### src/syrk_divider.sv
// ----------------------------------------------------------------------------
// syrk_divider
// Unsigned restoring divider, two quotient bits per cycle.
// ----------------------------------------------------------------------------
`default_nettype none

module syrk_divider #(
  parameter int W = 36
) (
  input  wire logic         clk,
  input  wire logic         rst,
  input  wire logic         start,
  input  wire logic [W-1:0] dividend,
  input  wire logic [W-1:0] divisor,
  output logic              busy,
  output logic [W-1:0]      quotient,
  output logic [W-1:0]      remainder
);

  localparam int STEPS = W / 2;
  localparam int CNT_W = (STEPS > 1) ? $clog2(STEPS) : 1;

  logic [W-1:0]     rem;
  logic [W-1:0]     quo;
  logic [W-1:0]     dvs;
  logic [CNT_W-1:0] cnt;

  logic [W:0]   sh1, sh2;
  logic         ge1, ge2;
  logic [W-1:0] r1, r2, q1, q2;

  always_comb begin
    sh1 = {rem, quo[W-1]};
    ge1 = sh1 >= {1'b0, dvs};
    r1  = ge1 ? W'(sh1 - {1'b0, dvs}) : W'(sh1);
    q1  = {quo[W-2:0], ge1};
    sh2 = {r1, q1[W-1]};
    ge2 = sh2 >= {1'b0, dvs};
    r2  = ge2 ? W'(sh2 - {1'b0, dvs}) : W'(sh2);
    q2  = {q1[W-2:0], ge2};
  end

  always_ff @(posedge clk) begin
    if (rst) begin
      busy <= 1'b0;
      cnt  <= '0;
    end else if (start) begin
      busy <= 1'b1;
      cnt  <= CNT_W'(STEPS - 1);
      rem  <= '0;
      quo  <= dividend;
      dvs  <= divisor;
    end else if (busy) begin
      rem <= r2;
      quo <= q2;
      cnt <= cnt - 1'b1;
      if (cnt == '0) begin
        busy <= 1'b0;
      end
    end
  end

  assign quotient  = quo;
  assign remainder = rem;

endmodule

`default_nettype wire

### config.mk
export PLATFORM = sky130hd
export DESIGN_NAME = syrk_divider
export DESIGN_NICKNAME = d
export VERILOG_FILES = /design/src/syrk_divider.sv
export SDC_FILE = /design/constraint.sdc
export NUM_CORES = 1
export LEC_CHECK = 0
export ABC_AREA = 1
export BUFFER_PORTS_ARGS = -buffer_cell sky130_fd_sc_hd__buf_2
export CAP_MARGIN = 25
export CORE_UTILIZATION = 45
export CTS_CLUSTER_DIAMETER = 150
export DETAILED_ROUTE_END_ITERATION = 6
export PLACE_DENSITY = 0.65
export RECOVER_POWER = 50
export SYNTH_ARGS = -nofsm -noshare
export SYNTH_HDL_FRONTEND = slang
export SYNTH_SLANG_ARGS = --single-unit
### constraint.sdc
create_clock -name clk -period 18.6 [get_ports clk]
set_clock_uncertainty 0.05 [all_clocks]
set_input_delay 4.65 -clock clk [delete_from_list [all_inputs] [get_ports clk]]
set_output_delay 4.65 -clock clk [all_outputs]
set_load 0.03 [all_outputs]
== Yosys cells after proc, flatten, opt, wreduce, memory -nomap -nowiden ==
Index checks and enable logic that the tools add are counted.

* Flip-flop bits (word level): 114
* Output and inout bits: 73
* Logic and storage cells: 27

* Add/sub/neg operators: 3
* Magnitude comparators: 2
* Muxes and demuxes: 10
* Bitwise operators: 1
* Reductions and logical operators: 5

{| class="wikitable"
|+ Operators with widths
! kind !! count
|-
| 36-bit two-way mux || 5
|-
| 37-bit by 36-bit greater-or-equal comparator with 1-bit output || 2
|-
| 36-bit subtractor || 2
|-
| 5-bit two-way mux || 2
|-
| 5-bit zero test || 1
|-
| 5-bit by 1-bit subtractor with 5-bit output (second input constant) || 1
|-
| 2-bit AND reduction || 2
|-
| 1-bit two-way mux || 3
|-
| 2-bit nonzero test || 1
|-
| 2-bit OR reduction || 1
|-
| 1-bit NOT || 1
|}

== Longest topological paths before layout ==
Gate-level depths: netlist of run 1.

* Depth in word-level cells: 5
* Gate-level depth with buffers: 36
* Gate-level depth less buffers: 33

== Worst setup path after synthesis of run 1 ==
OpenSTA, ideal clock, no wires.

* Path type: input -> register
* Start point: in start
* End point: reg busy
* Data arrival time: 9.123 ns
* Required time: 18.475 ns
* Path slack: 9.352 ns
* Stages: 6
* Buffers on the path: 2
* Cell sequence: clkbuf_1 inv_1 clkbuf_1 a21oi_1 o21ai_0 inv_1

* Cells in the longest elaborated chain, start to end: 1

{| class="wikitable"
|+ RTL lines
! item !! line !! source
|-
| start, declared || 12 || <nowiki>input wire logic start,</nowiki>
|-
| 1-bit two-way mux || 47 || <nowiki>end else if (start) begin</nowiki>
|-
| end signal, assigned || 45 || <nowiki>busy <= 1'b0;</nowiki>
|-
| end signal, assigned || 48 || <nowiki>busy <= 1'b1;</nowiki>
|-
| end signal, assigned || 58 || <nowiki>busy <= 1'b0;</nowiki>
|-
| end, declared || 15 || <nowiki>output logic busy,</nowiki>
|}

No other way between the ends.
A chain may end at the register's enable or synchronous reset.

==> results.cfg, run 1 <==
[floorplanning]
coreArea_um2 = 21800
die_w_um = 151
die_h_um = 151
ios = 148
rows = 54
start_util = 0.459
dieArea_um2 = 22900

[clock_tree]
ctsResizeCount = 0
root_buffer = clkbuf_16
cts_buffer_depth = 2
htreeDepth = 4
ctsHoldBuffers = 0
numCtsBuffers = 17
cts_sinks = 114
worstSkewPairLatency_ns = 0.43
post-cts-setup-buffers = 0
path_clk_slew_ns = 0.06
tritoncts = built

[drt]
routed_wl_mm = 31.3
ant_nets = 0
wl_per_cell_um = 16.7
routed_via_density = 5.29
drc = 0
routed.top_layer = met4
m1WireLength_mm = 14.4
routed-via-count = 9916
met2WireLength_mm = 13.7
drtIter0Drc = 806
met3_length_mm = 2.40
first_pass_iters = 7

[layout]
nets = 1731
n_fill_cell = 2238
drive_gt1_frac = 0.0942
antennaDiodeCount = 0
layout_common_cells = nand2_1 (499), inv_1 (164), nand3_1 (139)
layout.cells.most_common = nand2_1
area_delta_synth_final_pct = 14.4

[timing]
fmax_ghz = 0.105
slew_violations = 131
worst_hold_slack_ns = 0.461
rsz0062_at_grt = false
slew_headroom = -1.43
hold_viol = 0
setup_violations = 0
worst_pin_slew_ns = 3.65
tns_ns = 0
min_period_ns = 9.55
fin_crit_sh = 0.514

[synth]
ys_top_cells_by_area = edfxtp_1 (32%), nand2_1 (19%), ha_1 (9.2%)
synth_compound_area_frac = 0.102
synth_fp_nets = 1592
yosysUniqueCellTypes = 43
synth_top_family_by_area = simple AND/OR/NAND/NOR gates
muxShareOfSynthArea = 0
postSynthCellCount = 1441
synth-simple-area-share = 0.343
synth_top_cell_by_area = edfxtp_1
synth-seq-cells = 114
synth_xor_area_frac = 0.0385
ys_warn_count = 0
seq_area_frac_synth = 0.336
synth_fa_ha_area_frac = 0.0964
syn_area_um2 = 10000
syn_avg_cell_area_um2 = 6.95
yosys.area.top_type_share = 0.324

[critical_path]
cp_max_fo = 88
crit_start = start
reg2reg_depth = 23
crit_path_end_kind = register
crit_chain = clkbuf_1 -> clkinvlp_2 -> clkbuf_1 -> clkbuf_1 -> nand3_1 -> nand2_1
critPathKind = input port to register
crit_buf_inv = 4
crit_family = buffers and inverters
start_kind = input port
crit_cells = 6
timing.critical_path.slowest_cell_delay_ns = 2.62
ff2ff_setup_slack_ns = 12.61
cp.required_ns = 18.81
critical_path.slowest_cell = clkbuf_1
rr_startpoint = remainder[33]
arrival_ns = 9.77
cpMostUsedCell = clkbuf_1
reg2reg_to = remainder[9]

[status]
violations = capacitance limit, slew limit
status = complete, but fails checks

[global_route]
grt_util_all_layers = 0.284
antenna_found_initial = 0
grt_pass1_wl_mm = 48.4
grt_overflow = 0
grt_max_degree = 111
grt_pass1_vias = 9143

[min_path]
whs_endpoint = cnt[4]
hp-class = register to register
hold_path.startpoint = cnt[4]
whs_path_depth = 2

[place]
io_buffers = 147
dp_hpwl_mm = 25.7
gp_congestion = 1.00

[flow_run]
cap_violations = 2
==> cell usage after synthesis, drive strengths merged <==
cell    count
o21a        3
inv       176
nand2b      1
and3        3
or2         8
a21o        8
nor3       12
a21boi      3
nand4      13
a31oi       3
buf        19
o31ai       1
nand3b      4
nor4        5
edfxtp    108
nand2     510
o31a        1
o211ai      3
o21ai      57
xor2       25
a21oi      86
fa          2
xnor2      19
ha         74
dfxtp       6
nor2      118
nand3     143
o21bai     16
a211oi      2
clkbuf     12
==> per-stage QoR <==
step           setup slack [ns]  cells  cell area [µm²]   util
5_1_grt                    8.60   1873            11500  0.525
2_1_floorplan              9.35   1441            10000      -
4_1_cts                   11.65   1871            11500  0.528
3_3_place_gp              11.30   1839            11000  0.502
6_report                   9.05   1873            11500  0.525
3_5_place_dp              11.21   1839            11000  0.502
==> routing by layer <==
metal  global-route usage  vias up
met5                    0        -
met4                0.104        0
met3               0.0488       51
met2                0.435      394
met1                0.398     4451
li1                     -     5020
==> cells by family after synthesis <==
family / count (synthesis)
AND/OR/NAND/NOR: 817
XOR/XNOR: 44
adder cells (fa/ha/maj): 76
flip-flops: 114
AO/OA/AOI/OAI: 183
buffers and inverters: 207
==> final cells by class <==
class / instances / area, µm² / area share
sequential: 114 / 3360 / 0.293
inverter: 176 / 662 / 0.0577
timing repair buffer: 151 / 686 / 0.0598
clock buffer: 17 / 425 / 0.0371
tap: 280 / 350 / 0.0306
multi-input combinational: 1120 / 5830 / 0.509
clock inverter: 15 / 145 / 0.0127
==> worst reg2reg max path, stage by stage (launching register included) <==
cell	delay (ns)
edfxtp_1	0.44
ha_1	0.46
a21oi_1	0.31
nor2_1	0.09
nor3_1	0.13
o21ai_0	0.11
nor2_1	0.25
nand2_4	0.25
inv_2	0.66
nand2_1	0.15
o21ai_1	0.28
ha_1	0.39
a21oi_1	0.21
o21ai_0	0.16
nand2_1	0.09
nand2_1	0.06
nor2_1	0.12
nand3_1	0.18
nand2_1	0.13
nand2_1	0.07
nand2_1	0.11
nand3_2	0.61
nand3_1	0.32
nand2_1	0.09
==> state kept, by name, summed over array words and instances, names as in the netlist <==
signal / flops
cnt: 5
dvs: 36
quotient: 36
busy: 1
remainder: 36
==> worst max path at each step <==
stage | end | slack, ns
6_report | remainder[9] | 9.05
3_3_place_gp | dvs[35] | 11.30
4_1_cts | dvs[29] | 11.65
2_1_floorplan | busy | 9.35
3_5_place_dp | dvs[35] | 11.21
5_1_grt | remainder[21] | 8.60
Power of run 1 is left out: the tool's default activity adds up to more than one toggle a clock period on the data nets, which glitch-free logic cannot reach.
==> run 2: changes to the inputs <==
==> constraint.sdc (replaced) <==
create_clock -name clk -period 9.95 [get_ports clk]
set_clock_uncertainty 0.05 [all_clocks]
set_input_delay 2.4875 -clock clk [delete_from_list [all_inputs] [get_ports clk]]
set_output_delay 2.4875 -clock clk [all_outputs]
set_load 0.03 [all_outputs]
==> run 2 against run 1 <==
  * The run still ends with capacitance limit, slew limit left
  * Critical endpoint is now dvs[1]
  * Routed wire length is 8.4% higher
  * Global-route usage is 2.4 points higher
  * Core utilization is 0.21 points higher
  * Via count is 1.4% higher
  * Non-clock buffer count is 1 higher
  * Die area stayed put
  * Critical path depth stayed put
  * Worst setup slack worse by 5.6 ns
  * Final cell count hardly changed
  * Count of clock-buffer cells in the layout is 1 higher
  * Final area is 0.39% higher
  * Register-to-register slack worse by 8.5 ns
==> results.cfg, run 2 (same netlist as run 1, synthesis figures left out) <==
[drt]
wl_per_cell_um = 18.1
routed_wl_mm = 33.9
routed_via_density = 5.37
drc = 0
drtIter0Drc = 865
routed-via-count = 10055
first_pass_iters = 7
ant_nets = 0

[timing]
tns_ns = 0
fin_crit_sh = 0.658
hold_viol = 0
slew_headroom = -0.355
fmax_ghz = 0.153
min_period_ns = 6.54
rsz0062_at_grt = false
setup_violations = 0
worst_pin_slew_ns = 2.03
worst_hold_slack_ns = 0.440
fin_ws_ns = 3.41
slew_violations = 83

[clock_tree]
root_buffer = clkbuf_16
numCtsBuffers = 17
tritoncts = built
post-cts-setup-buffers = 0
ctsResizeCount = 0
worstSkewPairLatency_ns = 0.42
ctsHoldBuffers = 0
cts_sinks = 114
path_clk_slew_ns = 0.06
htreeDepth = 4
cts_buffer_depth = 2

[critical_path]
cp_max_fo = 41
crit_chain = buf_2 -> clkbuf_1 -> clkinvlp_2 -> clkbuf_1 -> nor2_4 -> buf_16
timing.critical_path.slowest_cell_delay_ns = 1.25
cpMostUsedCell = clkbuf_1
reg2reg_to = remainder[15]
crit_path_end_kind = register
rr_startpoint = remainder[33]
crit_buf_inv = 5
cp.required_ns = 10.03
critical_path.slowest_cell = clkbuf_1
arrival_ns = 6.62
ff2ff_setup_slack_ns = 4.08
crit_path_end = dvs[1]
start_kind = input port
crit_family = buffers and inverters
reg2reg_depth = 24
crit_cells = 6
crit_start = start
critPathKind = input port to register

[global_route]
antenna_found_initial = 0
grt_pass1_vias = 9429
grt_pass1_wl_mm = 52.0
grt_overflow = 0
grt_max_degree = 108
grt_util_all_layers = 0.307

[floorplanning]
rows = 54
coreArea_um2 = 21800
ios = 148
dieArea_um2 = 22900
die_h_um = 151
die_w_um = 151
start_util = 0.459

[place]
dpl_worst_slack_ns = 4.22
gp_congestion = 0.986
dp_hpwl_mm = 27.9
io_buffers = 147

[status]
status = complete, but fails checks
violations = capacitance limit, slew limit

[layout]
layout_common_cells = nand2_1 (499), inv_1 (164), nand3_1 (139)
drive_gt1_frac = 0.0960
n_fill_cell = 2224
multiInputGateArea_um2 = 5830
layout.cells.most_common = nand2_1
area_delta_synth_final_pct = 14.8
nets = 1732
antennaDiodeCount = 0
seqCellArea_um2 = 3360

[flow_run]
cap_violations = 2

[min_path]
hp-class = register to register
-- run 2: metal layers --
layer  vias to the layer above  wire [µm]  GRT usage
met4                         0        835      0.100
li1                       5030          -          -
met2                       379      15000      0.477
met3                        48       2340     0.0407
met1                      4598      15700      0.439
met5                         -          0          0
-- run 2: how the worst min path moves through the flow --
stage           start      to  slack, ns  cells past startpoint
3_5_place_dp   cnt[4]  cnt[4]       0.44                      2
6_report       cnt[4]  cnt[4]       0.44                      2
2_1_floorplan  cnt[4]  cnt[4]       0.41                      2
3_3_place_gp   cnt[4]  cnt[4]       0.44                      2
5_1_grt        cnt[4]  cnt[4]       0.47                      2
4_1_cts        cnt[4]  cnt[4]       0.44                      2
-- run 2: layout make-up --
cell class                 count  area share
inverter                     176      0.0575
clock buffer                  18      0.0373
clock inverter                14      0.0136
timing repair buffer         152      0.0622
tap                          280      0.0304
sequential                   114       0.292
multi-input combinational   1120       0.507
-- run 2: worst reg2reg max path, stage by stage (launching register included) --
cell and delay (ns):
edfxtp_1 0.43, ha_1 0.45, a21oi_1 0.36, nor2_1 0.09
nor3_1 0.14, o21ai_0 0.13, nor2_1 0.24, nand2_4 0.24
inv_2 0.67, o21ai_1 0.26, ha_1 0.44, a21oi_1 0.30
nor2_1 0.07, nor2_1 0.12, nand2_1 0.07, nand2_1 0.07
nand2_1 0.07, nand2_1 0.09, nand3_1 0.13, nand2_1 0.10
nand2_1 0.05, nand2_1 0.10, nand3_2 0.58, nand3_1 0.29
nand2_1 0.07
-- run 2: metrics by stage --
step / area [µm²] / instances / utilization
final: 11500 / 1874 / 0.527
after global routing: 11500 / 1874 / 0.527
after CTS: 11600 / 1873 / 0.531
after detailed placement: 11000 / 1841 / 0.504
after global placement: 11000 / 1840 / 0.502
after floorplan: 10000 / 1441 / -
Power of run 2 is left out for the same reason.
==> run 3: changes to the inputs <==
--- a/config.mk
+++ b/config.mk
@@ -11,7 +11,7 @@
 export CORE_UTILIZATION = 45
 export CTS_CLUSTER_DIAMETER = 150
 export DETAILED_ROUTE_END_ITERATION = 6
-export PLACE_DENSITY = 0.65
+export PLACE_DENSITY = 0.68
 export RECOVER_POWER = 50
 export SYNTH_ARGS = -nofsm -noshare
 export SYNTH_HDL_FRONTEND = slang
==> constraint.sdc (replaced) <==
create_clock -name clk -period 5.9 [get_ports clk]
set_clock_uncertainty 0.05 [all_clocks]
set_input_delay 1.475 -clock clk [delete_from_list [all_inputs] [get_ports clk]]
set_output_delay 1.475 -clock clk [all_outputs]
set_load 0.03 [all_outputs]
==> run 3 against run 2 <==
  * The run still ends with capacitance limit, slew limit left
  * Via count rose by 0.13%
  * Sequential share of layout area fell by 0.25 points
  * Count of clock-buffer cells in the layout rose by 1
  * Non-clock buffer count rose by 5
  * Core utilization rose by 0.46 points
  * Worst setup slack got worse by 3.0 ns
  * Worst hold slack improved by 0.0013 ns
  * Final cell count rose by 0.27%
  * Routed wire length rose by 0.23%
  * First-iteration DRC count fell by 1.5%
  * Final area rose by 0.87%
  * Die area did not move
  * Critical endpoint is now quotient[0]
  * Highest routed layer unchanged
==> results.cfg, run 3 (same netlist as run 1, synthesis figures left out) <==
[place]
io_buffers = 147
gp_congestion = 1.01
dp_hpwl_mm = 28.0

[global_route]
grt_max_degree = 108
grt_util_all_layers = 0.308
grt_pass1_vias = 9378
grt_pass1_wl_mm = 51.8
grt_overflow = 0
antenna_found_initial = 0

[timing]
min_period_ns = 5.45
slew_violations = 133
fin_crit_sh = 0.924
worst_pin_slew_ns = 2.44
fmax_ghz = 0.184
rsz0062_at_grt = false
tns_ns = 0
slew_headroom = -0.626
hold_viol = 0
setup_violations = 0

[floorplanning]
die_w_um = 151
dieArea_um2 = 22900
coreArea_um2 = 21800
rows = 54
ios = 148
start_util = 0.459
die_h_um = 151

[critical_path]
critical_path.slowest_cell = ha_1
crit_family = simple AND/OR/NAND/NOR gates
crit_buf_inv = 3
cp_max_fo = 37
arrival_ns = 5.50
critPathKind = register to register
cp.required_ns = 5.95
crit_chain = ha_1 -> a21oi_1 -> nor2_1 -> nor3_1 -> o21ai_0 -> nor2_1 -> nand2_4 -> inv_2 -> buf_4 -> nand2_1 -> o21ai_1 -> ha_1 -> a21oi_1 -> o21ai_0 -> nand2_1 -> nand2_1 -> nor2_1 -> nand3_1 -> nand2_1 -> nand2_1 -> nand2_1 -> inv_2 -> nor2_8 -> o21ai_0
crit_path_end_kind = register
timing.critical_path.slowest_cell_delay_ns = 0.46
start_kind = register
cpMostUsedCell = nand2_1

[clock_tree]
root_buffer = clkbuf_16
ctsResizeCount = 0
cts_sinks = 114
path_clk_slew_ns = 0.06
numCtsBuffers = 17
cts_buffer_depth = 2
tritoncts = built
post-cts-setup-buffers = 0
worstSkewPairLatency_ns = 0.42
htreeDepth = 4
ctsHoldBuffers = 0

[min_path]
hp-class = register to register

[drt]
ant_nets = 0
first_pass_iters = 5
drc = 0
drtIter0Drc = 852
wl_per_cell_um = 18.1
routed-via-count = 10068
routed_via_density = 5.36
routed_wl_mm = 34.0

[layout]
seqCellArea_um2 = 3360
n_fill_cell = 2249
layout.cells.most_common = nand2_1
multiInputGateArea_um2 = 5810
area_delta_synth_final_pct = 15.8
layout_common_cells = nand2_1 (499), inv_1 (164), buf_2 (146)
drive_gt1_frac = 0.140
antennaDiodeCount = 0
nets = 1737

[status]
violations = capacitance limit, slew limit
status = complete, but fails checks

[flow_run]
cap_violations = 4
-- run 3: final timing paths --
check	startpoint	endpoint	slack (ns)	cells past startpoint
worst max-delay path	remainder[33]	quotient[0]	0.45	24
worst min-delay path	cnt[4]	cnt[4]	0.44	2
worst max register to register	remainder[33]	quotient[0]	0.45	24
worst min register to register	cnt[4]	cnt[4]	0.44	2
-- run 3: area by class of cell --
class / count / area share
Clock buffer: 19 / 0.0373
Clock inverter: 13 / 0.0132
Inverter: 176 / 0.0570
Multi-Input combinational cell: 1120 / 0.501
Sequential cell: 114 / 0.290
Tap cell: 280 / 0.0302
Timing Repair Buffer: 157 / 0.0719
-- run 3: through the flow --
step / hold slack, ns / util / cells / worst slack, ns / instance area [µm²]
6_report: 0.442 / 0.532 / 1879 / 0.451 / 11600
5_1_grt: 0.461 / 0.532 / 1879 / 0.145 / 11600
4_1_cts: 0.443 / 0.531 / 1877 / 0.532 / 11600
3_5_place_dp: 0.435 / 0.504 / 1845 / 0.570 / 11000
3_3_place_gp: 0.429 / 0.504 / 1845 / 0.551 / 11000
2_1_floorplan: 0.407 / - / 1441 / 1.51 / 10000
-- run 3: metal layers --
layer	up-vias	part of all wire	global-route usage
met3	43	0.069	0.0404
met5	-	0	0
met1	4590	0.46	0.432
li1	5044	-	-
met4	0	0.033	0.125
met2	391	0.44	0.474
-- run 3: worst min-delay path, cell delays in order (launching register included) --
cell and delay [ns]:
dfxtp_1 0.30, inv_1 0.08, a31oi_1 0.07
Power of run 3 is left out for the same reason.
