[src/syrk_pkg.sv]
// ----------------------------------------------------------------------------
// syrk_pkg
// Shared constants, tables and helpers for the ship yaw RK4 step block.
// ----------------------------------------------------------------------------
`default_nettype none

package syrk_pkg;

  // register map, indexed by word address
  localparam logic REG_STEP_SIZE   = 1'b0;
  localparam logic REG_RUDDER_RATE = 1'b1;

  localparam logic [24:0] STEP_SIZE_RST   = 25'd167772;
  localparam logic [24:0] RUDDER_RATE_RST = 25'd6710886;

  // model coefficients, Q.COEF_FRAC
  localparam int COEF_FRAC = 20;
  localparam logic signed [32:0] YA_O = 33'sd1069693409;
  localparam logic signed [32:0] YA_D = 33'sd31685231;
  localparam logic signed [32:0] YA_Y = 33'sd13512953;
  localparam logic signed [32:0] YA_R = 33'sd683160941;
  localparam logic signed [32:0] VB_O = 33'sd188554;
  localparam logic signed [32:0] VB_Y = 33'sd5317;
  localparam logic signed [32:0] VB_R = 33'sd879692;
  localparam logic signed [32:0] VB_V = 33'sd786771;

  // atan(2^-i), Q.30
  localparam logic [31:0] ATAN30 [32] = '{
    32'h3243F6A8, 32'h1DAC6705, 32'h0FADBAFC, 32'h07F56EA6, 32'h03FEAB76,
    32'h01FFD55B, 32'h00FFFAAA, 32'h007FFF55, 32'h003FFFEA, 32'h001FFFFD,
    32'h000FFFFF, 32'h0007FFFF, 32'h0003FFFF, 32'h0001FFFF, 32'h0000FFFF,
    32'h00007FFF, 32'h00003FFF, 32'h00001FFF, 32'h00000FFF, 32'h000007FF,
    32'h000003FF, 32'h000001FF, 32'h000000FF, 32'h0000007F, 32'h0000003F,
    32'h0000001F, 32'h0000000F, 32'h00000008, 32'h00000004, 32'h00000002,
    32'h00000001, 32'h00000000
  };
  localparam logic [31:0] GAIN30 = 32'd652032874;
  localparam logic [63:0] PI60   = 64'd3622009729038561421;

  localparam logic signed [71:0] SAT_MAX = 72'sd2147483647;
  localparam logic signed [71:0] SAT_MIN = -72'sd2147483648;

  function automatic logic signed [31:0] sat32(input logic signed [71:0] a);
    logic signed [31:0] r;
    if (a > SAT_MAX) begin
      r = 32'sh7FFFFFFF;
    end else if (a < SAT_MIN) begin
      r = 32'sh80000000;
    end else begin
      r = 32'(a);
    end
    return r;
  endfunction

  // Q.30 to Q.frac, rounded
  function automatic logic [31:0] from30(input logic [31:0] a, input int frac);
    logic [32:0] t;
    if (frac >= 30) begin
      t = 33'(a);
    end else begin
      t = (33'(a) + (33'd1 << (29 - frac))) >> (30 - frac);
    end
    return 32'(t);
  endfunction

  function automatic logic [63:0] pi_q(input int frac);
    return (PI60 + (64'd1 << (59 - frac))) >> (60 - frac);
  endfunction

endpackage

`default_nettype wire

[src/syrk_cordic.sv]
// ----------------------------------------------------------------------------
// syrk_cordic
// Iterative rotation-mode CORDIC: cosine and sine of a heading angle.
// ----------------------------------------------------------------------------
`default_nettype none

module syrk_cordic
  import syrk_pkg::*;
#(
  parameter int FRAC_BITS    = 24,
  parameter int CORDIC_STEPS = 24
) (
  input  wire logic               clk,
  input  wire logic               rst,
  input  wire logic               start,
  input  wire logic signed [31:0] angle,
  output logic                    busy,
  output logic signed [32:0]      cos_val,
  output logic signed [32:0]      sin_val
);

  localparam int CNT_W = $clog2(CORDIC_STEPS);
  localparam logic signed [33:0] PQ      = 34'(pi_q(FRAC_BITS));
  localparam logic signed [33:0] HALF_PQ = PQ >>> 1;
  localparam logic signed [33:0] GAIN    = 34'(from30(GAIN30, FRAC_BITS));

  logic signed [33:0] x, y, z;
  logic               flip;
  logic [CNT_W-1:0]   cnt;

  logic signed [33:0] z0, t, xs, ys;

  always_comb begin
    z0 = 34'(angle);
    t  = 34'(from30(ATAN30[5'(cnt)], FRAC_BITS));
    xs = x >>> cnt;
    ys = y >>> cnt;
  end

  always_ff @(posedge clk) begin
    if (rst) begin
      busy <= 1'b0;
      cnt  <= '0;
    end else if (start) begin
      // fold angles beyond +-pi/2 back by pi, flip the result signs later
      if (z0 > HALF_PQ) begin
        z    <= z0 - PQ;
        flip <= 1'b1;
      end else if (z0 < -HALF_PQ) begin
        z    <= z0 + PQ;
        flip <= 1'b1;
      end else begin
        z    <= z0;
        flip <= 1'b0;
      end
      x    <= GAIN;
      y    <= '0;
      cnt  <= '0;
      busy <= 1'b1;
    end else if (busy) begin
      if (z >= 0) begin
        x <= x - ys;
        y <= y + xs;
        z <= z - t;
      end else begin
        x <= x + ys;
        y <= y - xs;
        z <= z + t;
      end
      cnt <= cnt + 1'b1;
      if (cnt == CNT_W'(CORDIC_STEPS - 1)) begin
        busy <= 1'b0;
      end
    end
  end

  assign cos_val = flip ? 33'(-x) : 33'(x);
  assign sin_val = flip ? 33'(-y) : 33'(y);

endmodule

`default_nettype wire

[config.mk]
export PLATFORM = sky130hd
export DESIGN_NAME = syrk_cordic
export DESIGN_NICKNAME = d
export VERILOG_FILES = /design/src/syrk_pkg.sv /design/src/syrk_cordic.sv
export SDC_FILE = /design/constraint.sdc
export NUM_CORES = 1
export LEC_CHECK = 0
export ABC_CLOCK_PERIOD_IN_PS = 19100
export BUFFER_PORTS_ARGS = -buffer_cell sky130_fd_sc_hd__buf_2
export CORE_ASPECT_RATIO = 1.2
export CORE_MARGIN = 8
export CORE_UTILIZATION = 38
export DETAILED_ROUTE_END_ITERATION = 10
export GPL_TIMING_DRIVEN = 0
export SLEW_MARGIN = 20
export SYNTH_ARGS = -nofsm -noshare
export SYNTH_HDL_FRONTEND = slang
export SYNTH_SLANG_ARGS = --single-unit
[constraint.sdc]
create_clock -name clk -period 19.1 [get_ports clk]
set_input_delay 2.865 -clock clk [delete_from_list [all_inputs] [get_ports clk]]
set_output_delay 2.865 -clock clk [all_outputs]
set_load 0.005 [all_outputs]
; Yosys cells after proc, flatten, opt, wreduce, memory -nomap -nowiden
; Memory sizes are Yosys's and may differ from the RTL's.
; Index checks and enable logic that the tools add are counted.
; W data, S select, Z words.
[op_classes]
n_addsub = 12
n_mul = 0
div = 0
order_cmp = 4
eq_ne = 1
n_shift = 2
muxes = 17
n_bitwise = 2
reduce_logical = 4
[ops]
columns = cell, count
row1 = $mux W34, 9
row2 = $add A34 B34 Y34, 2
row3 = $sshr A34 B5 Y34, 2
row4 = $sub A34 B34 Y34, 2
row5 = $mux W33, 2
row6 = $neg A33 Y33, 2
row7 = $mux W32, 2
row8 = $add A34 B28 Y34, 1
row9 = $ge A34 B1 Y1 const B, 1
row10 = $sub A34 B28 Y34, 1
row11 = $add A32 B27 Y33 const B, 1
row12 = $add A32 B6 Y33 const B, 1
row13 = $sub A32 B27 Y33 const B, 1
row14 = $gt A32 B26 Y1 const B, 1
row15 = $lt A32 B26 Y1 const B, 1
row16 = $ge A6 B6 Y1 const B, 1
row17 = $not A5 Y6, 1
row18 = $add A5 B1 Y5 const B, 1
row19 = $eq A5 B5 Y1 const B, 1
row20 = $mux W1, 4
row21 = $reduce_and A2 Y1, 2
row22 = $reduce_bool A2 Y1, 1
row23 = $reduce_or A2 Y1, 1
row24 = $not A1 Y1, 1
[word_totals]
regBits = 109
latch_bits = 0
ram_bits = 0
romBits = 1024
input_bits = 35
out_inout_bits = 67
word_cells = 49
n_memories = 1
[memory_table]
columns = name, words, word_bits, read_ports, rd_clocked_by_memory_dff, wr, line_no
row1 = (name not given), 32, 32, 1, 0, 0, syrk_cordic.sv:35  ; t = 34'(from30(ATAN30[5'(cnt)], FRAC_BITS));

; Logic depth before layout (Yosys ltp)
; Gate-level depths: netlist of run 1.
[logic_depth]
depth_word = 9
mapped_depth = 34
ltp_nobuf = 27

; Worst setup path after synthesis of run 1
; Ideal clock, no wire load.
[synth_timing]
kind = in2reg
from = input port start
to = register busy
setup_ns = 0.076
arrival_time_ns = 8.036
required_time_ns = 19.024
slack_ns = 10.988
cell_stages = 4
n_path_buf = 1
path_cell_list = clkbuf_1 -> nor2_1 -> nor2_1 -> o41a_1
[synth_between]
elab_chain_cells = 1
[synth_rtl]
columns = item, line_no
row1 = start: declaration, syrk_cordic.sv:15  ; input wire logic start,
row2 = $mux W1, syrk_cordic.sv:44  ; end else if (start) begin
row3 = end signal: assignment, syrk_cordic.sv:42  ; busy <= 1'b0;
row4 = end signal: assignment, syrk_cordic.sv:59  ; busy <= 1'b1;
row5 = end signal: assignment, syrk_cordic.sv:72  ; busy <= 1'b0;
row6 = end: declaration, syrk_cordic.sv:17  ; output logic busy,
; No other way between the ends.
; A chain may end at the register's enable or synchronous reset.

; Worst setup path after layout of run 1
[layout_timing]
from = register cnt[0]
to = register z[32], data pin
[layout_between]
elab_chain_cells = 9
word_cells_on_any_way = 10
cone_classes = add/sub: 3 / mux: 5 / bitwise: 1 / memory: 1
[layout_rtl]
columns = item, line_no
row1 = start: declaration, syrk_cordic.sv:29  ; logic [CNT_W-1:0] cnt;
row2 = start signal: assignment, syrk_cordic.sv:70  ; cnt <= cnt + 1'b1;
row3 = $not A5 Y6 (not written as such) (*), syrk_cordic.sv:35
row4 = $mem_v2 Z32 W32 (*), n/a
row5 = $mux W32 (not written as such) (*) (2 in a row), syrk_cordic.sv:35
row6 = $add A32 B6 Y33 (*), syrk_pkg.sv:61  ; t = (33'(a) + (33'd1 << (29 - frac))) >> (30 - frac);
row7 = $add A34 B28 Y34 or $sub A34 B28 Y34 (tied branches), "syrk_cordic.sv:68, syrk_cordic.sv:64"
row8 = $mux W34 (*), syrk_cordic.sv:61  ; if (z >= 0) begin
row9 = $mux W34 (*), syrk_cordic.sv:60  ; end else if (busy) begin
row10 = $mux W34 (*), syrk_cordic.sv:44
row11 = end signal: assignment, syrk_cordic.sv:47  ; z <= z0 - PQ;
row12 = end signal: assignment, syrk_cordic.sv:64  ; z <= z - t;
row13 = end signal: assignment, syrk_cordic.sv:68  ; z <= z + t;
row14 = end: declaration, syrk_cordic.sv:27  ; logic signed [33:0] x, y, z;
; Mark *: on every way between the ends. The rest lies on a longest branch, timed or not. The select of a mux whose other input is x is not followed.

==> summary.md, run 1 <==
The run finished with clean final reports. In this run the standard cell core region covers 51200 um2. The worst setup path is launched from a register. Power spread over the standard cell area amounts to 101 nW/um2. In this run the most critical hold path is launched from busy.

The clock transition at the registers of the reported paths was 0.09 ns; the data arrival time of the critical path was 9.96 ns. The tool flagged a number of max-cap violations equal to 0. For this run, the detailed router's first-pass iteration total came to 6. The tools report the cell at the root of the clock tree as sky130_fd_sc_hd__clkbuf_16. Pin placement for this block handled 102 I/O pins. The first routing iteration left 2059 violations. Input and output buffers added on the ports amount to 88. The tools report the maximum clock skew at final layout as 0.0160 ns. Prevailing post-synth register cell: sky130_fd_sc_hd__edfxtp_1.

In this run, post-CTS hold repair placed 0 buffers. The critical path startpoint is cnt[0]. The tools report the synthesized instance count as 2441. For this design, the slowest cell found on the critical path is sky130_fd_sc_hd__nor4_2.

Setup violations remaining at the end of the flow were counted as 0. The delay of the slowest cell on the worst path was 0.83 ns; the total global routing overflow was 0. The half-perimeter wire length after placement came out at 81400 um. The count of vias placed by the detailed router came out at 21300. The tools report the setup fix buffers added after clock tree synthesis as 0. The post-placement worst setup slack is 9.55 ns, and the die footprint is 59200 um2.

Remaining antenna violation count after routing: 0. The H-tree depth reported by CTS came out at 3. The tools report the source of the worst register-to-register timing path as cnt[0].

The combined area of all synthesized cells is 19600 um2, and the total negative setup slack is 0 ns. Total CTS buffers: 9. Derived from the worst setup path, the maximum achievable clock frequency is 0.102 GHz. The number of gates resized after CTS was 0. In this run, placement finished with an instance count of 3186.

The logs give 0.164 for the sequential area share after synthesis and 3210 um2 for the register area. For the worst-skew pair, the clock arrives at the later sink with an insertion delay of 0.42 ns. The summed area of non-filler cells in the final layout is 21300 um2, and the number of hold-slack violations in the final timing report is 0. The congestion estimate from routability-driven global placement came to 1.05. The fraction of registers with async set/reset was 0; the largest buffer count on any clock path was 2. The worst register-to-register path has a setup slack of 9.29 ns. sky130_fd_sc_hd__nor2_1 is the most common cell in the netlist. Counting cells, the worst reg-to-reg path comes to 28. The synthesized design spends more area on one cell type than any other, namely sky130_fd_sc_hd__edfxtp_1. The initial standard-cell utilization of the core is 0.383.

Counting I/O delays and the setup requirement, the final critical path takes 9.81 ns. The type of the most critical hold path is register to register. The final clock period utilization by the worst path works out to 0.514. After layout, the worst setup slack is 9.29 ns.

Hold is met by 0.772 ns. For this design, the sink count on the clock tree is 109. Setup repair after global routing left no endpoint under its margin. From bottom edge to top edge, the die measures 265 um.

Overall die width: 223 um. The run gives 0 as the number of pins with negative max-slew slack in the final report. The number of standard-cell rows in the floorplan is 91, and the number of antenna violations at the first check in global routing is 4. The critical path is of the register to register type. Leaving out filler cells and counting taps, the final layout contains 3207. The multi-input combinational cells in the finished layout cover a total of 15300 um2. The run gives 107 as the number of distinct library cells after synthesis. STA classifies the critical path endpoint as a register.

The mean post-synth cell area works out to 8.03 um2. The most frequent cell on the critical path was sky130_fd_sc_hd__o21ai_0. In this run the worst path has a maximum fanout of 13. The largest net degree at the start of global routing was 27; the wire length of the first global-routing pass was 145000 um. Area fraction of the dominant cell type after synthesis: 0.158. Summing all placed instances gives a cell area of 21000 um2. In the final routed layout, each cell accounts on average for 31.8 um.

When the netlist entered floorplanning its net count stood at 2597. At the pin with the least slew margin, the transition time is 1.25 ns. By area the synthesized netlist is led by sky130_fd_sc_hd__edfxtp_1, sky130_fd_sc_hd__xnor2_1, sky130_fd_sc_hd__ha_1, sky130_fd_sc_hd__mux4_2, sky130_fd_sc_hd__o21ai_0.

In this run, synthesis inferred 103 flip-flops with an integrated enable. The total global routing track utilization is 0.334. The leakage power came out at 7.79 nW. Number of global-route vias before repair: 21000. The logs give 46.0 uV for the peak ir drop on the vdd network and 0 for the number of warnings printed during yosys synthesis.

The commonest cells after synthesis are sky130_fd_sc_hd__nor2_1, sky130_fd_sc_hd__o21ai_0, sky130_fd_sc_hd__nand2_1. The post-route DRC violation count was 0. The routed design has 102000 um of wire. For the worst setup path, the data required time is 19.25 ns. The share of final-layout standard cells stronger than drive strength 1 was 0.127.

Compared with the post-synthesis result, the final layout area differs by 8.59%. Endpoint of the lowest-slack register-to-register path: z[32]. The tools report the headroom to the max-slew limit as 0.165. The run gives 5271 as the number of fillers in the final layout. TritonCTS built the clock tree. In this run the worst setup path terminates at z[32]. The number of vias per cell is 6.64. After the last flow step, the layout net total stands at 2702.

In this run, synthesis produced a sequential element count of 109.
how the worst min path moves through the flow:
stage / end / cells after the start
after global placement: cnt[0] / 3
after detailed placement: cnt[0] / 3
after global routing: cnt[0] / 3
after CTS: cnt[0] / 3
after floorplan: cnt[0] / 3
final: cnt[1] / 3
cells in the final DEF, fill, tap and decap left out, types with 19 or more instances in the layout:
cell | synthesis | routed
sky130_fd_sc_hd__nor3_1 | 49 | 49
sky130_fd_sc_hd__o22ai_1 | 29 | 29
sky130_fd_sc_hd__buf_2 | 22 | 110
sky130_fd_sc_hd__nand3_1 | 51 | 51
sky130_fd_sc_hd__inv_1 | 53 | 53
sky130_fd_sc_hd__o21ai_0 | 195 | 195
sky130_fd_sc_hd__and3_1 | 19 | 19
sky130_fd_sc_hd__mux2_2 | 46 | 46
sky130_fd_sc_hd__nor2b_1 | 28 | 27
sky130_fd_sc_hd__nand2b_1 | 39 | 39
sky130_fd_sc_hd__xnor2_1 | 180 | 180
sky130_fd_sc_hd__or2_2 | 23 | 23
sky130_fd_sc_hd__a31oi_1 | 22 | 22
sky130_fd_sc_hd__nor2_1 | 213 | 212
sky130_fd_sc_hd__clkbuf_1 | 113 | 109
sky130_fd_sc_hd__mux4_2 | 59 | 59
sky130_fd_sc_hd__a211oi_1 | 30 | 30
sky130_fd_sc_hd__o21a_1 | 34 | 34
sky130_fd_sc_hd__or3_1 | 25 | 25
sky130_fd_sc_hd__edfxtp_1 | 103 | 103
sky130_fd_sc_hd__mux2i_1 | 62 | 62
sky130_fd_sc_hd__ha_1 | 118 | 118
sky130_fd_sc_hd__nand2_1 | 192 | 192
sky130_fd_sc_hd__a22oi_1 | 19 | 19
sky130_fd_sc_hd__a21o_1 | 58 | 58
sky130_fd_sc_hd__a21oi_1 | 168 | 168
sky130_fd_sc_hd__xor2_1 | 85 | 85
sky130_fd_sc_hd__and2_1 | 21 | 21
sky130_fd_sc_hd__o31ai_1 | 42 | 42
where the power goes:
part / leakage (nW) / switching [mW] / internal (mW)
Sequential: 1.03 / 0.0755 / 0.343
Combinational: 6.63 / 0.923 / 0.609
Clock: 0.133 / 0.116 / 0.0908
Total: 7.79 / 1.11 / 1.04
through the flow:
step	power, mW	utilization
3_3_place_gp	1.89	0.407
2_1_floorplan	1.45	-
3_5_place_dp	1.91	0.410
5_1_grt	2.29	0.415
6_report	2.16	0.416
4_1_cts	2.13	0.415
critical path: cells and delay by family, from the launching register on:
family | cells | cell delay [ns]
AO/OA/AOI/OAI | 11 | 3.40
XOR/XNOR | 2 | 0.32
adder cells (fa/ha/maj) | 2 | 0.58
buffers and inverters | 7 | 2.74
flip-flops | 1 | 0.38
AND/OR/NAND/NOR | 6 | 2.10
per-layer routing:
metal  global-route usage  up-vias  wire length, um
li1                     -     9407                -
met1                0.362    10400            36400
met5                    0        -               13
met2                0.566     1176            48900
met4                0.271        2             8860
met3               0.0605      323             7850
area by class of cell:
cell class	count	share of cell area
multi-input cells	2096	0.719
flip-flops and latches	109	0.151
plain buffers	181	0.0424
well taps	651	0.0382
repair buffers	94	0.0257
clock buffers	9	0.0106
inverters	55	0.00969
clock inverters	6	0.00282
diodes	6	0.000705
state kept, by name (all words and copies together), names as in the netlist:
signal	count
z	34
y	34
busy	1
flip	1
x	34
cnt	5
cells by family after synthesis:
family	after synthesis	share of synthesized area
adders and majority gates	121	0.0783
AOI/OAI and AO/OA	787	0.265
muxes	168	0.127
DFF	109	0.164
xor gates and xnor gates	265	0.118
and+or+nand+nor	755	0.191
buffers and inverters	236	0.0563
Power figures use the tool's default switching activity.
==> inputs of run 2 (changes only) <==
--- a/config.mk
+++ b/config.mk
@@ -5,7 +5,7 @@
 export SDC_FILE = /design/constraint.sdc
 export NUM_CORES = 1
 export LEC_CHECK = 0
-export ABC_CLOCK_PERIOD_IN_PS = 19100
+export ABC_CLOCK_PERIOD_IN_PS = 8300
 export BUFFER_PORTS_ARGS = -buffer_cell sky130_fd_sc_hd__buf_2
 export CORE_ASPECT_RATIO = 1.2
 export CORE_MARGIN = 8
==> constraint.sdc (replaced) <==
create_clock -name clk -period 8.3 [get_ports clk]
set_input_delay 1.245 -clock clk [delete_from_list [all_inputs] [get_ports clk]]
set_output_delay 1.245 -clock clk [all_outputs]
set_load 0.005 [all_outputs]
==> summary.md, run 2 (synthesis gave the netlist of run 1 again) <==
The tools report the leakage power as 7.82 nW. The number of cells on the worst reg-to-reg path is 26. After floorplanning, the core was sized to cover 51200 um2. The floorplan step set the die width to 223 um.

Number of vias per cell: 6.64. Counting stages on the worst path, the most repeated cell is sky130_fd_sc_hd__buf_2. Wire length of the first global-routing pass: 144000 um. The total global routing track utilization is 0.332. In this run the cell area measured after placement is 21000 um2. The count of nets after finishing was 2701; the H-tree depth reported by CTS was 3. Data arrives at the worst endpoint at 8.24 ns. Counting both buffers and inverters, the worst setup path holds a total of 5. The longest clock path from root to sink contains 2 buffers. The count of input and output buffers came out at 88. Category of the worst setup path capture point: a register. The worst setup path is launched from a register. The critical path is of the register to register type. The wire-length estimate of the detail-placed layout is 81400 um. For this run, the slowest stage of the critical path takes 0.76 ns. For the post-route DRC violation count, the log shows 0. The run gives 21000 as the number of global-route vias before repair. The endpoint identified for the worst register-to-register timing path is x[32]. The source of the worst register-to-register timing path is cnt[3]. The number of hold-slack violations in the final timing report is 0, and the total stage count of the critical path is 26.

The worst hold path was traced through 3 stages. After routing the design area is 21400 um2. The run gives 3206 as the number of standard cells in the layout, taps in and fillers out. The power per cell area is 233 nW/um2. The flow ran to the end, and the final reports show no timing, DRC or antenna violations. For the total global routing overflow, the log shows 0. The later pin in the worst-skew pair is clocked with a latency of 0.42 ns. The initial standard-cell utilization of the core is 0.383. The hold path startpoint is busy.

The share of final-layout standard cells stronger than drive strength 1 was 0.133; the number of DRC violations after detailed-routing iteration 0 was 1944. Entering global routing, the biggest net connects 27 pins. The number of pins with negative max-slew slack in the final report is 0, and the total negative setup slack is 0 ns.

The maximum frequency from static timing analysis was 0.124 GHz; the headroom to the max-slew limit was 0.171. The final route contains 21300 vias. The floorplan step set the die height to 265 um.

Among cell families on the critical path, the largest total delay comes from compound AO/OA/AOI/OAI gates. In this run the count of I/O pins placed on the die edge is 102. The run gives 0 as the number of max-cap violations. The tools report the fraction of the core area covered by cells at the end of the flow as 0.417. STA puts the critical path data required time at 8.49 ns. In the final routed layout, each cell accounts on average for 31.8 um. In the layout the commonest cells are sky130_fd_sc_hd__nor2_1, sky130_fd_sc_hd__o21ai_0, sky130_fd_sc_hd__nand2_1. The first TritonRoute pass finished after 6 iterations. The most common library cell in the layout ignoring fill and taps is sky130_fd_sc_hd__nor2_1.

The last weighted congestion value of the routability-driven placer is 1.05. Setup slack on the worst reg-to-reg path comes out at 0.25 ns. The tree is rooted in a sky130_fd_sc_hd__clkbuf_16. The cell count after placement was 3186.

Clock tree synthesis inserted a total of 9 buffers. Once detail routing completed, the nets flagged for antenna violations numbered 0. Setup violations remaining at the end of the flow were counted as 0. Clock-pin slew was measured on the worst setup and hold paths at 0.10 ns. The number of fillers in the final layout is 5268, and the peak ir drop on the vdd network is 106 uV.

The type of the most critical hold path is register to register. The worst hold path terminates at cnt[0]. The final clock period utilization by the worst path was 0.970; the minimum clock period after layout was 8.05 ns. Along the worst path, the maximum fanout reaches 10. For the maximum clock skew at final layout, the log shows 0.0176 ns. TritonCTS built the clock tree. The initialized floorplan defines 91 standard-cell rows. In the final layout, the registers with the most flip-flops are x: 34 flops, y: 34 flops, z: 34 flops. The die footprint came out at 59200 um2. The number of antenna violations at the first check in global routing is 5, and the sink count of the clock tree is 109.

The largest individual stage delay along the critical path comes from the cell sky130_fd_sc_hd__buf_1. The total detailed-routing wirelength is 102000 um, and the area overhead of the layout relative to synthesis is 8.90%. At the pin with the least slew margin, the transition time is 1.24 ns.

Hold is met by 0.752 ns.
## run 2: worst register-to-register path: stages, from the launching register on
cell and delay [ns]:
sky130_fd_sc_hd__dfxtp_1 0.33, sky130_fd_sc_hd__buf_2 0.20, sky130_fd_sc_hd__buf_2 0.32, sky130_fd_sc_hd__buf_2 0.45
sky130_fd_sc_hd__buf_1 0.76, sky130_fd_sc_hd__mux4_2 0.51, sky130_fd_sc_hd__a32oi_1 0.23, sky130_fd_sc_hd__o311ai_0 0.15
sky130_fd_sc_hd__nor2_1 0.44, sky130_fd_sc_hd__ha_1 0.30, sky130_fd_sc_hd__nand3_1 0.13, sky130_fd_sc_hd__or2_1 0.35
sky130_fd_sc_hd__or4_1 0.41, sky130_fd_sc_hd__clkbuf_1 0.23, sky130_fd_sc_hd__nand2b_1 0.21, sky130_fd_sc_hd__mux2i_1 0.15
sky130_fd_sc_hd__a21oi_1 0.32, sky130_fd_sc_hd__ha_1 0.36, sky130_fd_sc_hd__a21oi_1 0.16, sky130_fd_sc_hd__o21ai_0 0.13
sky130_fd_sc_hd__a221o_1 0.39, sky130_fd_sc_hd__a211oi_1 0.34, sky130_fd_sc_hd__o21ai_0 0.20, sky130_fd_sc_hd__nand3_1 0.14
sky130_fd_sc_hd__nand2_1 0.08, sky130_fd_sc_hd__o22ai_1 0.18, sky130_fd_sc_hd__mux2_2 0.36
## run 2: layout make-up
cell class,count,area [um2],share of cell area
Inverter,55,211,0.00990
Multi-Input combinational cell,2096,15400,0.719
Clock inverter,6,60.1,0.00281
Buffer,176,886,0.0415
Tap cell,651,815,0.0381
Clock buffer,9,225,0.0105
Sequential cell,109,3210,0.150
Timing Repair Buffer,98,577,0.0270
Antenna cell,6,15.0,0.000703
## run 2: worst max path at each step
| stage | from | end | slack, ns |
|---|---|---|---|
| 2_1_floorplan | cnt[0] | z[32] | 1.51 |
| 3_3_place_gp | start | busy | -1.47 |
| 3_5_place_dp | cnt[0] | z[32] | -1.25 |
| 4_1_cts | cnt[1] | z[28] | 0.07 |
| 5_1_grt | cnt[1] | z[28] | -0.006 |
| 6_report | cnt[3] | x[32] | 0.25 |
## run 2: per-stage QoR
step / power (mW) / worst slack (ns)
2_1_floorplan: 3.34 / 1.51
3_3_place_gp: 4.36 / -1.47
3_5_place_dp: 4.40 / -1.25
4_1_cts: 4.90 / 0.0659
5_1_grt: 5.27 / -0.00644
6_report: 4.97 / 0.249
## run 2: repair_timing
item | in CTS | in global routing
hold buffers | 0 | 0
endpoints found under the setup margin | 17 | 10
setup buffers | 2 | 2
resized for setup | 11 | 8
pin swaps | 0 | 2
cloned | 0 | 0
## run 2: layer usage
metal / wire length [um] / vias up / global-route usage
met3: 7870 / 323 / 0.0555
met4: 8720 / 2 / 0.263
met5: 12 / - / 0
li1: - / 9415 / -
met2: 49000 / 1186 / 0.569
met1: 36300 / 10400 / 0.363
## run 2: report_power, final
part / internal, mW / switching [mW] / total, mW / leakage, nW
clock network: 0.209 / 0.270 / 0.480 / 0.133
logic: 1.40 / 2.13 / 3.53 / 6.65
registers: 0.789 / 0.175 / 0.963 / 1.03
